File: src/rtl/lpdc_pkg.sv
package lpdc_pkg;

  // lever count and lever index width
  localparam int unsigned NumLevers = 4;
  localparam int unsigned LeverW    = 2;

  // register reset values
  localparam logic [15:0] ShortTicksRst = 16'd5;
  localparam logic [15:0] MidTicksRst   = 16'd200;
  localparam logic [15:0] LongTicksRst  = 16'd800;

  // configuration register indexes
  localparam logic [1:0] CfgShort = 2'd0;
  localparam logic [1:0] CfgMid   = 2'd1;
  localparam logic [1:0] CfgLong  = 2'd2;

  // event flag bits
  localparam logic [3:0] EvShort    = 4'h1;
  localparam logic [3:0] EvMid      = 4'h2;
  localparam logic [3:0] EvLong     = 4'h4;
  localparam logic [3:0] EvPop      = 4'h8;
  localparam logic [3:0] EvPressAll = EvShort | EvMid | EvLong;

  typedef enum logic [1:0] {
    REQ_SCAN,
    REQ_SET,
    REQ_CLEAR,
    REQ_TEST
  } req_e;

  typedef enum logic [1:0] {
    ST_IDLE,
    ST_PUSHED,
    ST_POP,
    ST_TIMEOUT
  } lever_st_e;

  // per-lever state entry, all zero after reset
  typedef struct packed {
    logic [15:0] last;
    logic [15:0] kept;
    lever_st_e   status;
    logic [15:0] ticks;
    logic [3:0]  flags;
  } entry_t;

  // timing thresholds
  typedef struct packed {
    logic [15:0] short_ticks;
    logic [15:0] mid_ticks;
    logic [15:0] long_ticks;
  } thr_t;

endpackage

File: src/rtl/lpdc_update.sv
module lpdc_update (
  input  lpdc_pkg::entry_t cur_i,
  input  lpdc_pkg::thr_t   thr_i,
  input  logic [1:0]       req_type_i,
  input  logic [15:0]      lever_value_i,
  input  logic [3:0]       flag_mask_i,
  output lpdc_pkg::entry_t nxt_o
);

  lpdc_pkg::entry_t nxt;
  logic [15:0]      cnt;

  always_comb begin
    nxt = cur_i;
    cnt = '0;
    case (lpdc_pkg::req_e'(req_type_i))
      lpdc_pkg::REQ_SCAN: begin
        // reading changed: start a push or classify the release
        if (cur_i.last != lever_value_i) begin
          nxt.last = lever_value_i;
          nxt.kept = lever_value_i;
          if (lever_value_i != '0) begin
            nxt.status = lpdc_pkg::ST_PUSHED;
            nxt.ticks  = '0;
            nxt.flags  = nxt.flags & ~lpdc_pkg::EvPressAll;
          end else if (cur_i.ticks >= thr_i.short_ticks) begin
            nxt.status = lpdc_pkg::ST_POP;
            nxt.flags  = nxt.flags | lpdc_pkg::EvPop;
          end else begin
            nxt.status = lpdc_pkg::ST_IDLE;
          end
        end
        // pushed: saturating count, threshold flags, timeout
        if (nxt.status == lpdc_pkg::ST_PUSHED) begin
          cnt = (nxt.ticks != '1) ? nxt.ticks + 16'd1 : nxt.ticks;
          nxt.ticks = cnt;
          if (cnt == thr_i.long_ticks) begin
            nxt.flags = nxt.flags | lpdc_pkg::EvLong;
          end else if (cnt == thr_i.mid_ticks) begin
            nxt.flags = nxt.flags | lpdc_pkg::EvMid;
          end else if (cnt == thr_i.short_ticks) begin
            nxt.flags = nxt.flags | lpdc_pkg::EvShort;
          end
          if (cnt > thr_i.long_ticks) begin
            nxt.status = lpdc_pkg::ST_TIMEOUT;
          end
        end
      end
      lpdc_pkg::REQ_SET: begin
        nxt.flags = cur_i.flags | flag_mask_i;
      end
      lpdc_pkg::REQ_CLEAR: begin
        nxt.flags = cur_i.flags & ~flag_mask_i;
      end
      default: begin
      end
    endcase
  end

  assign nxt_o = nxt;

endmodule

File: src/rtl/lever_press_duration_classifier.sv
// channel  | handshake              | payload
// ---------+------------------------+---------------------------------------------
// input    | in_valid_i / in_stall_o | req_type_i lever_id_i lever_value_i flag_mask_i
// output   | out_valid_o / out_stall_i | held_value_o lever_state_o press_ticks_o
//          |                        | event_bits_o mask_all_set_o
// config   | cfg_we_i               | cfg_idx_i cfg_data_i
//
// one request per cycle sustained while the output is not stalled; a result is
// registered in steps (state memory read at acceptance, then update into the output register)
// the read-modify-write on the state memory sets the rate: a write of the
// previous request is forwarded, so requests to the same lever run back to back
// reset clears the thresholds to their defaults and marks every lever entry
// invalid; an invalid entry reads as all zero, so no clearing pass is needed
// a stalled output holds the update stage, and the input stalls only while both
// the update stage and the output register are full and the output is stalled
module lever_press_duration_classifier (
  input  logic        clk_i,
  input  logic        rst_ni,
  input  logic        cfg_we_i,
  input  logic [1:0]  cfg_idx_i,
  input  logic [15:0] cfg_data_i,
  input  logic        in_valid_i,
  output logic        in_stall_o,
  input  logic [1:0]  req_type_i,
  input  logic [1:0]  lever_id_i,
  input  logic [15:0] lever_value_i,
  input  logic [3:0]  flag_mask_i,
  output logic        out_valid_o,
  input  logic        out_stall_i,
  output logic [15:0] held_value_o,
  output logic [1:0]  lever_state_o,
  output logic [15:0] press_ticks_o,
  output logic [3:0]  event_bits_o,
  output logic        mask_all_set_o
);

  // configuration registers
  lpdc_pkg::thr_t thr_q;

  always_ff @(posedge clk_i or negedge rst_ni) begin
    if (!rst_ni) begin
      thr_q.short_ticks <= lpdc_pkg::ShortTicksRst;
      thr_q.mid_ticks   <= lpdc_pkg::MidTicksRst;
      thr_q.long_ticks  <= lpdc_pkg::LongTicksRst;
    end else if (cfg_we_i) begin
      case (cfg_idx_i)
        lpdc_pkg::CfgShort: thr_q.short_ticks <= cfg_data_i;
        lpdc_pkg::CfgMid:   thr_q.mid_ticks   <= cfg_data_i;
        lpdc_pkg::CfgLong:  thr_q.long_ticks  <= cfg_data_i;
        default: begin
        end
      endcase
    end
  end

  // pipeline control
  logic                        s1_vld_q;
  logic                        out_vld_q;
  logic                        s1_adv;
  logic                        in_acc;
  logic                        in_range;
  logic                        wr_en;

  assign s1_adv     = !out_vld_q || !out_stall_i;
  assign in_stall_o = s1_vld_q && !s1_adv;
  assign in_acc     = in_valid_i && !in_stall_o;

  // update stage request registers
  logic [1:0]                  s1_req_q;
  logic [lpdc_pkg::LeverW-1:0] s1_lever_q;
  logic [15:0]                 s1_value_q;
  logic [3:0]                  s1_mask_q;

  always_ff @(posedge clk_i or negedge rst_ni) begin
    if (!rst_ni) begin
      s1_vld_q <= 1'b0;
    end else if (in_acc) begin
      s1_vld_q <= 1'b1;
    end else if (s1_adv) begin
      s1_vld_q <= 1'b0;
    end
  end

  always_ff @(posedge clk_i) begin
    if (in_acc) begin
      s1_req_q   <= req_type_i;
      s1_lever_q <= lever_id_i;
      s1_value_q <= lever_value_i;
      s1_mask_q  <= flag_mask_i;
    end
  end

  // state memory, read on acceptance, written when the update stage retires
  lpdc_pkg::entry_t mem_q [lpdc_pkg::NumLevers];
  lpdc_pkg::entry_t rd_entry_q;
  lpdc_pkg::entry_t upd_entry;

  always_ff @(posedge clk_i) begin
    if (wr_en) begin
      mem_q[s1_lever_q] <= upd_entry;
    end
    if (in_acc) begin
      rd_entry_q <= mem_q[lever_id_i];
    end
  end

  // entry valid bits and last-write forwarding
  logic [lpdc_pkg::NumLevers-1:0] vld_q;
  logic                           fwd_vld_q;
  logic [lpdc_pkg::LeverW-1:0]    fwd_idx_q;
  lpdc_pkg::entry_t               fwd_entry_q;

  always_ff @(posedge clk_i or negedge rst_ni) begin
    if (!rst_ni) begin
      vld_q     <= '0;
      fwd_vld_q <= 1'b0;
    end else if (wr_en) begin
      vld_q[s1_lever_q] <= 1'b1;
      fwd_vld_q         <= 1'b1;
    end
  end

  always_ff @(posedge clk_i) begin
    if (wr_en) begin
      fwd_idx_q   <= s1_lever_q;
      fwd_entry_q <= upd_entry;
    end
  end

  // current entry: newest write, else memory, else reset value
  lpdc_pkg::entry_t cur_entry;

  always_comb begin
    if (fwd_vld_q && (fwd_idx_q == s1_lever_q)) begin
      cur_entry = fwd_entry_q;
    end else if (vld_q[s1_lever_q]) begin
      cur_entry = rd_entry_q;
    end else begin
      cur_entry = '0;
    end
  end

  assign in_range = int'(s1_lever_q) < lpdc_pkg::NumLevers;
  assign wr_en    = s1_vld_q && s1_adv && in_range;

  lpdc_update u_update (
    .cur_i         (cur_entry),
    .thr_i         (thr_q),
    .req_type_i    (s1_req_q),
    .lever_value_i (s1_value_q),
    .flag_mask_i   (s1_mask_q),
    .nxt_o         (upd_entry)
  );

  // output register
  logic [15:0] held_q;
  logic [1:0]  state_q;
  logic [15:0] ticks_q;
  logic [3:0]  bits_q;
  logic        all_set_q;

  always_ff @(posedge clk_i or negedge rst_ni) begin
    if (!rst_ni) begin
      out_vld_q <= 1'b0;
    end else if (s1_adv) begin
      out_vld_q <= s1_vld_q;
    end
  end

  always_ff @(posedge clk_i) begin
    if (s1_vld_q && s1_adv) begin
      if (in_range) begin
        held_q    <= upd_entry.kept;
        state_q   <= upd_entry.status;
        ticks_q   <= upd_entry.ticks;
        bits_q    <= upd_entry.flags;
        all_set_q <= (upd_entry.flags & s1_mask_q) == s1_mask_q;
      end else begin
        held_q    <= '0;
        state_q   <= '0;
        ticks_q   <= '0;
        bits_q    <= '0;
        all_set_q <= 1'b0;
      end
    end
  end

  assign out_valid_o    = out_vld_q;
  assign held_value_o   = held_q;
  assign lever_state_o  = state_q;
  assign press_ticks_o  = ticks_q;
  assign event_bits_o   = bits_q;
  assign mask_all_set_o = all_set_q;

endmodule

File: config.mk
export PLATFORM = sky130hd
export DESIGN_NAME = lever_press_duration_classifier
export DESIGN_NICKNAME = d
export VERILOG_FILES = /design/src/rtl/lpdc_pkg.sv /design/src/rtl/lpdc_update.sv /design/src/rtl/lever_press_duration_classifier.sv
export SDC_FILE = /design/constraint.sdc
export NUM_CORES = 1
export LEC_CHECK = 0
export ABC_CLOCK_PERIOD_IN_PS = 8420
export BUFFER_PORTS_ARGS = -buffer_cell sky130_fd_sc_hd__buf_2
export CAP_MARGIN = 20
export CORE_MARGIN = 3
export CORE_UTILIZATION = 58
export CTS_CLUSTER_DIAMETER = 30
export DETAILED_ROUTE_END_ITERATION = 8
export HOLD_SLACK_MARGIN = 0.05
export PLACE_DENSITY = 0.74
export SLEW_MARGIN = 20
export SYNTH_ARGS = -nofsm -noshare
export SYNTH_HDL_FRONTEND = slang
export SYNTH_SLANG_ARGS = --single-unit
export TNS_END_PERCENT = 20
File: constraint.sdc
create_clock -name clk_i -period 8.42 [get_ports clk_i]
set_clock_uncertainty 0.1 [all_clocks]
set_input_delay 1.263 -clock clk_i [delete_from_list [all_inputs] [get_ports clk_i]]
set_output_delay 1.263 -clock clk_i [all_outputs]
set_load 0.01 [all_outputs]
Word-level counts from Yosys, hierarchy flattened
Memories as Yosys holds them, arrays and structs flattened. A register that Yosys moved wholly into a read port is not among the register bits.
Cells that the tools add are included.
{"block": "word_totals", "register_bits": 136, "ram_bits": 216, "input_bits": 47, "out_inout_bits": 41, "wordCells": 83, "mem_count": 1}
{"name": "mem_q", "words": 4, "width": 54, "read_ports": 1, "rd_ports_with_merged_regs": 1, "wr": 1, "line": "lever_press_duration_classifier.sv:94", "text": "lpdc_pkg::entry_t mem_q [lpdc_pkg::NumLevers];"}
{"block": "classes", "n_addsub": 1, "order_cmp": 4, "n_eq_ne": 12, "n_mux": 25, "bitwise_logic": 5, "n_reduce_logical": 17}
{"cell": "$mux W54", "count": 4}
{"cell": "$mux W50", "count": 1}
{"cell": "$eq A16 B16 Y1", "count": 3}
{"cell": "$mux W16", "count": 2}
{"cell": "$mux W22", "count": 1}
{"cell": "$add A16 B1 Y16 const B", "count": 1}
{"cell": "$ge A16 B16 Y1", "count": 1}
{"cell": "$gt A16 B16 Y1", "count": 1}
{"cell": "$ne A16 B16 Y1", "count": 1}
{"cell": "$ne A16 B16 Y1 const B", "count": 1}
{"cell": "$reduce_bool A16 Y1", "count": 1}
{"cell": "$pmux W4 S3", "count": 1}
{"cell": "$and A4 B4 Y4", "count": 2}
{"cell": "$mux W2", "count": 4}
{"cell": "$mux W4", "count": 2}
{"cell": "$or A4 B4 Y4", "count": 2}
{"cell": "$mux W1", "count": 7}
{"cell": "$eq A2 B1 Y1 const B", "count": 3}
{"cell": "$reduce_and A2 Y1", "count": 3}
{"cell": "$logic_and A1 B1 Y1", "count": 5}
{"cell": "$eq A2 B2 Y1 const B", "count": 2}
{"cell": "$eq A4 B4 Y1", "count": 1}
{"cell": "$logic_not A1 Y1", "count": 4}
{"cell": "$logic_not A2 Y1", "count": 2}
{"cell": "9 further kinds", "count": 9}

Longest topological paths before layout
Gate-level depths: netlist (run 1).
{"block": "depth", "ltp_word": 19, "mapped_depth": 33, "depth_no_buf": 26}

Cells and area by module
A second synthesis (run 1) with hierarchy kept.
{"block": "unflattened", "hier_cells": 1344, "hier_area_um2": 18878.1}
{"mod": "lever_press_duration_classifier", "n_inst": 1, "cells_each": 765, "area_per_inst_um2": 15298.4, "seq_area_each_um2": 11926.4}
{"mod": "lpdc_update", "n_inst": 1, "cells_each": 579, "area_per_inst_um2": 3579.7, "seq_area_each_um2": 0.0}

Worst setup path after synthesis (run 1)
Ideal clock, no wire load.
{"block": "synth_timing", "kind": "flip-flop to flip-flop", "from": "reg s1_lever_q[0] (netlist name)", "to": "reg bits_q[0], in the netlist event_bits_o[0] (data pin)", "setup_time_ns": 0.217, "arrival_time_ns": 6.708, "required_time_ns": 8.103, "path_slack_ns": 1.395, "path_stages_with_launch": 34, "n_path_buf": 8, "synth_period_minus_slack_ns": 7.025, "path_cell_list": "edfxtp_1 > buf_6 > mux4_2 > buf_6 > buf_6 > buf_6 > o311ai_0 > a21boi_1 > o22ai_1 > nor4_4 > a21oi_2 > clkbuf_1 > clkbuf_1 > buf_1 > nor2_1 > ha_1 > o21ai_2 > a2111oi_4 > buf_6 > nor3_1 > xnor2_1 > nor2b_1 > ha_1 > nand4_1 > nor4_1 > a31oi_1 > o221ai_1 > nor4_1 > o2111ai_1 > a211oi_1 > o2111ai_1 > nor4_1 > a31oi_1 > o21ai_0"}
{"item": "start: declaration", "line": "lever_press_duration_classifier.sv:70", "text": "logic [lpdc_pkg::LeverW-1:0] s1_lever_q;"}
{"item": "start signal: assignment", "line": "lever_press_duration_classifier.sv:87", "text": "s1_lever_q <= lever_id_i;"}
{"item": "end signal: assignment", "line": "lever_press_duration_classifier.sv:176", "text": "bits_q <= upd_entry.flags;"}
{"item": "end: declaration", "line": "lever_press_duration_classifier.sv:159", "text": "logic [3:0] bits_q;"}

==> results.tsv, run 1 <==
stage	metric	value	unit
run_status	status	complete, no violations	
power	combinational power share	0.122	
setup_path	CP startpoint	s1_lever_q[0]	
synth	top_reg_cell synth	edfxtp_1	
synth	area share of the largest cell type after synthesis	0.561	
placed_design	worst slack, placed	0.403	ns
timing	Final Hold Viols	0	
floorplan	top-level I/O count	88	
routing	DRT Pass-1 Iters	6	
setup_path	number of buffers and inverters on the critical path	1	
global_route	GR Overflow Total	0	
power	Pint	4.70	mW
placed_design	port bufs	87	
synth	Mapped Cells	1313	
synth	Avg Synthesized Cell Area	14.3	sq um
routing	DR DRC count	0	
synth	mapped cell area	18800	sq um
floorplan	Die Span X	186	um
global_route	vias in the first global route	12400	
timing	max-slew violations	0	
timing	Slew HR	0.293	
placed_design	post-DP HPWL	32800	um
clock_tree	CTS tree	yes	
power	sequential share of power	0.398	
floorplan	initial core utilization	0.593	
power	clock network fraction of design power	0.480	
clock_tree	Root Buffer	clkbuf_16	
timing	final worst slack	0.617	ns
floorplan	cell row count	65	
setup_path	worst r2r src	s1_lever_q[0]	
routing	via count	12500	
clock_tree	number of buffers created by CTS	77	
floorplan	die area	34600	sq um
finish	Final Util	0.698	
synth	register area share after synthesis	0.635	
floorplan	Die Height	186	um
clock_tree	Worst-path clk slew	0.06	ns
clock_tree	CTS sink cnt	406	
setup_path	slowest CP cell	edfxtp_1	
routing	drt first-iter violations	1240	
power	Pleak	8.08	nW
finish	Final nets	1499	
clock_tree	H-tree level count	3	
synth	Yosys cell types	89	
setup_path	startpoint types	flop	
synth	largest area contributor in the netlist	edfxtp_1	
floorplan	CORE AREA	31700	sq um
timing	RSZ-0062 raised after global routing	false	
timing	Fmax	128	MHz
synth	top post-synthesis cells by area	edfxtp_1 (56%), mux4_2 (6.6%), dfrtp_1 (6.3%), mux2_2 (2.5%), ha_1 (2.2%)	
synth	Yosys reg bits	406	
setup_path	Top Family by Delay on Critical Path	simple AND/OR/NAND/NOR gates	
power	Psw	1.70	mW
timing	final setup vio count	0	
finish	Syn-to-layout area delta	17.8	%
routing	Vias per Instance	6.60	
routing	Antenna Nets Post-Route	0	
routing	wire per inst	27.1	um
synth	Synthesized Nets	1393	
timing	Worst Tran Pin Value	1.06	ns
setup_path	WP data required	8.66	ns
global_route	first-pass GRT wire length	76600	um
power	P per Cell Area	289	nW/um^2
placed_design	GP Congestion	0.956	
setup_path	crit end category	flop	
clock_tree	CTS Buffer Depth	3	
timing	Min Clock Period, post-route	7.80	ns
setup_path	crit path DAT	8.04	ns
global_route	pin count of the biggest net entering global routing	59	
setup_path	slowest stage delay, CP	0.56	ns
clock_tree	Clk Latency, worst-skew pair	0.60	ns
global_route	initial antenna violation count	0	
setup_path	Crit Path Max Fanout	23	
global_route	GRT Total Usage	0.300	
finish	ant diodes	0	
synth	number of flops mapped to enable cells by yosys	351	
hold_path	Worst Min Path Start	vld_q[0]	
routing	final WL	51100	um
timing	period utilization	0.927	
finish	layout cells sized above 1	0.273	
timing	Setup TNS Final	0	ns
synth	fraction of registers with async set/reset	0.135	
synth	YS warnings	0	
run	Max Cap Viol	0	
power	Net Sw Frac	0.266	
setup_path	Crit Path Class	flop to flop	
finish	commonest non-fill, non-tap cell in the layout	edfxtp_1	
power	Worst VDD drop	0.309	mV
finish	commonest non-fill, non-tap cells in the layout	edfxtp_1 (351), buf_2 (86), clkbuf_16 (79)	
hold_path	Hold Path Class	flop to flop	
[power by group through the flow]
stage,Combinational [mW],Clock [mW],Sequential [mW]
after detailed placement,0.761,0,2.58
after global placement,0.748,0,2.57
final,0.778,3.07,2.55
after CTS,0.770,3.11,2.54
after global routing,0.844,3.20,2.56
after floorplan,0.537,0,2.53
[cells by family (layout without fill, tap and decap cells)]
kind of cell,count (synthesis),count (layout),synth area share
simple gates,314,314,0.0906
compound gates,274,274,0.102
fa+ha+maj,33,33,0.0220
mux,109,109,0.0985
flops,406,406,0.635
buf+inv,159,330,0.0427
xor+xnor,18,18,0.00919
[registers in the layout, indices dropped and copies added (netlist names)]
| register | flops |
|---|---|
| thr_q | 48 |
| fwd_vld_q | 1 |
| rd_entry_q | 54 |
| s1_value_q | 16 |
| mask_all_set_o | 1 |
| fwd_idx_q | 2 |
| held_value_o | 16 |
| event_bits_o | 4 |
| vld_q | 4 |
| lever_state_o | 2 |
| press_ticks_o | 16 |
| s1_req_q | 2 |
| fwd_entry_q | 16 |
| out_valid_o | 1 |
| s1_vld_q | 1 |
| s1_lever_q | 2 |
| s1_mask_q | 4 |
| mem_q | 216 |
[synth_stat cells (all sizes together) (8+ instances only)]
cell    number
mux4        55
nand3       22
edfxtp     351
ha          33
clkbuf      34
a22oi       31
mux2        42
a31oi       22
xnor2       15
o21a        12
and3        13
o311ai      16
nand4       37
a21o        10
nor2        65
a21oi       58
nor3        31
nand2b       9
dfrtp       47
o211ai       8
mux2i       12
buf         65
inv         58
nand2       64
nor4        23
dfstp        8
o21ai       49
[area by class of cell]
type | count | area [sq um]
timing repair buffer | 126 | 734
multi-input combinational | 748 | 6130
clock inverter | 56 | 603
clock buffer | 88 | 2030
sequential | 406 | 11900
inverter | 60 | 225
tap | 402 | 503
fill | 2145 | 9570
[final timing paths]
| kind | endpoint | slack (ns) | cells past startpoint |
|---|---|---|---|
| worst max-delay path | mem_q[2][0] | 0.62 | 26 |
| worst max register to register | mem_q[2][0] | 0.62 | 26 |
| max in group asynchronous | thr_q[47] | 6.92 | 2 |
| worst min register to register | vld_q[0] | 0.39 | 1 |
| worst min-delay path | vld_q[0] | 0.39 | 1 |
| min in group asynchronous | thr_q[21] | 0.74 | 2 |
[through the flow]
step | hold WS (ns) | cell area [sq um] | total power [mW] | cells
6_report | 0.388 | 22100 | 6.39 | 1886
2_1_floorplan | 0.334 | 18800 | 3.07 | 1313
4_1_cts | 0.380 | 22100 | 6.43 | 1884
5_1_grt | 0.405 | 22100 | 6.60 | 1886
3_5_place_dp | 0.352 | 19500 | 3.34 | 1740
3_3_place_gp | 0.358 | 19500 | 3.32 | 1740
[layer usage]
layer / vias to the layer above / share of wire / track usage / routed length, um
met5: - / 0 / 0 / 0
li1: 5410 / - / - / -
met1: 6230 / 0.40 / 0.400 / 20500
met2: 673 / 0.49 / 0.490 / 24900
met4: 0 / 0.046 / 0.133 / 2330
met3: 143 / 0.066 / 0.0526 / 3350
[what timing repair did]
item / 4_1_cts / 5_1_grt
hold buffers: 0 / 0
setup buffers: 0 / 2
resized for setup: 0 / 3
setup endpoints to repair: 0 / 5
No activity file was read; power rests on OpenSTA's default activity.
==> run 2: changes to the inputs <==
- ABC_CLOCK_PERIOD_IN_PS: 8420 -> 6600
- CORE_UTILIZATION: 58 -> 56
- clock period: 8.42 -> 6.6 ns (I/O delays scaled with it)
==> run 2 against run 1 <==
Effect of this change:
- clock power grew 35%
- critical endpoint is now mem_q[0][0]
- maximum frequency up 20%
- sequential share of layout area shrank 3.1 points
- largest power group unchanged
- highest routed layer unchanged
- via count increased by 2.9%
- die area increased by 3.5%
- worst hold slack got worse by 0.016 ns
- critical path depth grew 4
==> results.tsv, run 2 (synthesis results as in run 1) <==
stage	metric	value	unit
setup_path	crit end category	flop	
setup_path	crit path DAT	6.85	ns
routing	wire per inst	25.7	um
routing	Antenna Nets Post-Route	0	
global_route	pin count of the biggest net entering global routing	79	
power	sequential share of power	0.384	
timing	Worst Tran Pin Value	0.965	ns
global_route	vias in the first global route	12900	
setup_path	Crit Path Max Fanout	6	
power	Net Sw Frac	0.260	
placed_design	post-DP HPWL	33700	um
routing	via count	12800	
run_status	status	complete, no violations	
setup_path	slowest stage delay, CP	0.50	ns
power	Pleak	8.69	nW
placed_design	GP Congestion	0.973	
global_route	GR Overflow Total	0	
power	clock network fraction of design power	0.487	
power	combinational power share	0.129	
routing	DRT Pass-1 Iters	6	
floorplan	initial core utilization	0.573	
power	overall power	8.48	mW
finish	Final Util	0.717	
setup_path	startpoint types	flop	
setup_path	slowest CP cell	or4_4	
finish	ant diodes	0	
finish	Syn-to-layout area delta	25.0	%
floorplan	cell row count	66	
timing	max-slew violations	0	
power	Pint	6.27	mW
clock_tree	CTS tree	yes	
routing	DR DRC count	0	
setup_path	WP data required	6.95	ns
routing	Vias per Instance	6.34	
timing	Slew HR	0.355	
finish	top flop regs	mem_q x216, rd_entry_q x54, thr_q x48	
finish	commonest non-fill, non-tap cell in the layout	edfxtp_1	
finish	Final nets	1597	
timing	period utilization	0.985	
clock_tree	Root Buffer	clkbuf_16	
routing	final WL	51900	um
finish	Most flops, register	mem_q	
floorplan	CORE AREA	32800	sq um
global_route	GRT Total Usage	0.291	
floorplan	die area	35800	sq um
clock_tree	Clk Latency, worst-skew pair	0.58	ns
clock_tree	CTS Hold Buffers Added	0	
timing	Final Hold Viols	0	
floorplan	top-level I/O count	88	
timing	RSZ-0062 raised after global routing	true	
placed_design	port bufs	87	
placed_design	Post-DP Area	20300	sq um
finish	layout cells sized above 1	0.343	
routing	drt first-iter violations	1171	
finish	final instance area	23500	sq um
setup_path	Crit path top cell by count	buf_6	
clock_tree	Worst-path clk slew	0.05	ns
power	P per Cell Area	361	nW/um^2
floorplan	Die Height	189	um
hold_path	Hold Path Class	flop to flop	
timing	Fmax	154	MHz
finish	max FFs per register	216	
clock_tree	CTS Buffer Depth	3	
floorplan	Die Span X	189	um
power	Worst VDD drop	0.369	mV
clock_tree	CTS sink cnt	406	
run	Max Cap Viol	0	
clock_tree	H-tree level count	3	
timing	Min Clock Period, post-route	6.50	ns
global_route	first-pass GRT wire length	78400	um
setup_path	Crit Path Class	flop to flop	
global_route	initial antenna violation count	0	
power	Psw	2.20	mW
clock_tree	number of buffers created by CTS	79	
finish	# fillers	2069	
finish	commonest non-fill, non-tap cells in the layout	edfxtp_1 (351), buf_4 (122), buf_2 (86)	
timing	final setup vio count	0	
==> run 2: final cells by class <==
type	count	area, sq um	area share
clock inverters	58	701	0.0298
inverters	60	225	0.00959
clock buffers	87	2090	0.0889
multi-input cells	748	6450	0.275
well taps	442	553	0.0235
flip-flops and latches	406	11900	0.508
repair buffers	222	1550	0.0658
==> run 2: power groups by stage <==
stage,Sequential (mW),Clock (mW),Combinational (mW)
after floorplan,3.23,0,0.695
after global placement,3.28,0,1.02
after detailed placement,3.29,0,1.04
after CTS,3.25,4.17,1.06
after global routing,3.27,4.30,1.18
final,3.25,4.13,1.09
==> run 2: final timing paths <==
kind                          startpoint           to  slack [ns]  depth (start not counted)
min                             vld_q[0]     vld_q[0]        0.37                          1
max in group asynchronous         rst_ni  out_valid_o        5.38                          2
max                        s1_lever_q[0]  mem_q[0][0]        0.10                         30
max reg2reg                s1_lever_q[0]  mem_q[0][0]        0.10                         30
min in group asynchronous         rst_ni    thr_q[38]        0.49                          2
min reg2reg                     vld_q[0]     vld_q[0]        0.37                          1
==> run 2: per-layer routing <==
layer / vias up / share of wire / global-route usage
met5: - / 0 / 0
met4: 0 / 0.037 / 0.115
met3: 133 / 0.070 / 0.0524
met2: 622 / 0.50 / 0.489
met1: 6472 / 0.39 / 0.380
li1: 5592 / - / -
==> run 2: critical path, delay by kind of cell (launching register included) <==
kind | cells | cell delay [ns]
and+or+nand+nor | 9 | 2.08
buffers and inverters | 6 | 0.86
xor gates and xnor gates | 1 | 0.33
AOI/OAI and AO/OA | 11 | 1.82
DFF | 1 | 0.42
adders and majority gates | 2 | 0.49
muxes | 1 | 0.25
==> run 2: through the flow <==
stage / hold slack (ns) / cells / setup TNS (ns) / setup slack [ns]
final: 0.373 / 2023 / 0 / 0.100
after global routing: 0.396 / 2023 / -1.19 / -0.201
after CTS: 0.371 / 2012 / 0 / 0.0111
after detailed placement: 0.354 / 1864 / -2.02 / -0.345
after global placement: 0.359 / 1864 / -1.88 / -0.319
after floorplan: 0.334 / 1313 / -0.0299 / -0.00598
==> run 2: timing repair <==
action | CTS | global route
pin swaps | 6 | 24
resized for setup | 9 | 52
hold endpoints to repair | 0 | 0
setup buffers | 3 | 10
endpoints found under the setup margin | 6 | 11
==> run 3: changes to the inputs <==
- PLACE_DENSITY: 0.74 -> 0.77
==> run 3 against run 2 <==
Effect of this change:
- the flow now finishes with violations (negative setup slack)
- total power shrank 1.6%
- final area shrank 0.36%
- first-iteration DRC count grew 22%
- register-to-register slack lost 0.21 ns
- maximum frequency shrank 3.1%
- sequential share of layout area grew 0.18 points
- cell count is essentially flat
- via count grew 1.7%
- clock power shrank 4%
- critical path depth shrank 2
- non-clock buffer count grew 2
- clock-buffer cell count grew 8
- highest routed layer unchanged
==> results.tsv, run 3 (synthesis results as in run 1) <==
stage	metric	value	unit
run_status	status	complete, but fails checks	
run_status	failing checks	negative setup slack	
placed_design	port bufs	87	
setup_path	WP data required	6.88	ns
global_route	pin count of the biggest net entering global routing	79	
global_route	GR Overflow Total	0	
finish	ant diodes	0	
finish	Non-Filler Instances	2025	
routing	wire per inst	27.1	um
finish	commonest non-fill, non-tap cells in the layout	edfxtp_1 (351), buf_4 (122), buf_2 (86)	
placed_design	worst slack, placed	-0.351	ns
finish	Final nets	1598	
timing	RSZ-0062 raised after global routing	true	
routing	Vias per Instance	6.44	
routing	final WL	54800	um
timing	Fmax	149	MHz
floorplan	Die Height	189	um
routing	DRT Pass-1 Iters	8	
clock_tree	Clk Latency, worst-skew pair	0.61	ns
placed_design	Post-DP Area	20200	sq um
floorplan	cell row count	66	
global_route	initial antenna violation count	0	
clock_tree	CTS sink cnt	406	
setup_path	crit end category	flop	
routing	Antenna Nets Post-Route	0	
global_route	GRT Total Usage	0.302	
timing	WHS	0.398	ns
finish	final instance area	23400	sq um
placed_design	post-DP HPWL	33300	um
setup_path	slowest stage delay, CP	0.59	ns
power	Pleak	8.63	nW
setup_path	startpoint types	flop	
global_route	vias in the first global route	13300	
timing	max-slew violations	0	
clock_tree	H-tree level count	3	
finish	Syn-to-layout area delta	24.5	%
floorplan	Die Span X	189	um
power	Worst VDD drop	0.467	mV
timing	Worst Tran Pin Value	1.07	ns
placed_design	GP Congestion	0.965	
finish	commonest non-fill, non-tap cell in the layout	edfxtp_1	
clock_tree	Worst-path clk slew	0.06	ns
routing	drt first-iter violations	1428	
timing	Slew HR	0.283	
setup_path	Crit Path Max Fanout	9	
clock_tree	number of buffers created by CTS	78	
run	Max Cap Viol	0	
floorplan	die area	35800	sq um
routing	DR DRC count	0	
timing	Min Clock Period, post-route	6.71	ns
timing	final worst slack	-0.108	ns
routing	via count	13000	
floorplan	initial core utilization	0.573	
floorplan	top-level I/O count	88	
global_route	first-pass GRT wire length	80800	um
finish	max FFs per register	216	
timing	Final Hold Viols	0	
finish	Final Util	0.714	
power	overall power	8.34	mW
placed_design	placed cells	1857	
finish	# fillers	2052	
finish	layout cells sized above 1	0.344	
clock_tree	CTS Buffer Depth	3	
finish	Most flops, register	mem_q	
power	P per Cell Area	356	nW/um^2
clock_tree	Root Buffer	clkbuf_16	
timing	Setup TNS Final	-0.436	ns
finish	top flop regs	mem_q x216, rd_entry_q x54, thr_q x48	
clock_tree	CTS Hold Buffers Added	0	
setup_path	slowest CP cell	o311ai_1	
hold_path	Hold Path Class	flop to flop	
timing	final setup vio count	6	
setup_path	crit path DAT	6.99	ns
setup_path	Crit Path Class	flop to flop	
clock_tree	CTS tree	yes	
floorplan	CORE AREA	32800	sq um
timing	period utilization	1.02	
[run 3: repair_timing]
action                                  4_1_cts  5_1_grt
gates cloned                                  0        0
gates resized for setup                       8       63
endpoints found under the setup margin        6       11
buffers inserted                              5       18
pin swaps                                     4       35
[run 3: report_power, final]
group	switching (mW)	total [mW]	internal, mW
Clock	1.40	3.96	2.57
Combinational	0.681	1.12	0.435
Sequential	0.152	3.26	3.10
[run 3: final timing paths]
path / to / startpoint / cells past startpoint / slack [ns]
setup / recovery: mask_all_set_o / fwd_idx_q[1] / 28 / -0.11
hold / removal: vld_q[2] / vld_q[2] / 1 / 0.40
setup reg to reg: mask_all_set_o / fwd_idx_q[1] / 28 / -0.11
hold reg to reg: vld_q[2] / vld_q[2] / 1 / 0.40
max in group asynchronous: thr_q[14] / rst_ni / 2 / 5.41
min in group asynchronous: vld_q[0] / rst_ni / 2 / 0.46
[run 3: critical path, delay by kind of cell, from the launching register on]
family | cells | cell delay, ns
AOI/OAI and AO/OA | 12 | 2.44
and+or+nand+nor | 8 | 1.74
buffers and inverters | 4 | 0.59
adders and majority gates | 2 | 0.54
DFF | 1 | 0.50
xor gates and xnor gates | 1 | 0.28
muxes | 1 | 0.27
[run 3: area by class of cell]
cell class                      count  area (sq um)  area share
Sequential cell                   406         11900       0.510
Multi-Input combinational cell    748          6500       0.278
Clock buffer                       95          2060      0.0879
Timing Repair Buffer              224          1540      0.0656
Clock inverter                     50           613      0.0262
Tap cell                          442           553      0.0236
Inverter                           60           225     0.00962
[run 3: per-layer routing]
layer / share of wire / track usage / routed length (um)
met5: 0 / 0 / 0
met2: 0.50 / 0.499 / 27300
met3: 0.071 / 0.0533 / 3910
met4: 0.051 / 0.139 / 2810
met1: 0.38 / 0.393 / 20800
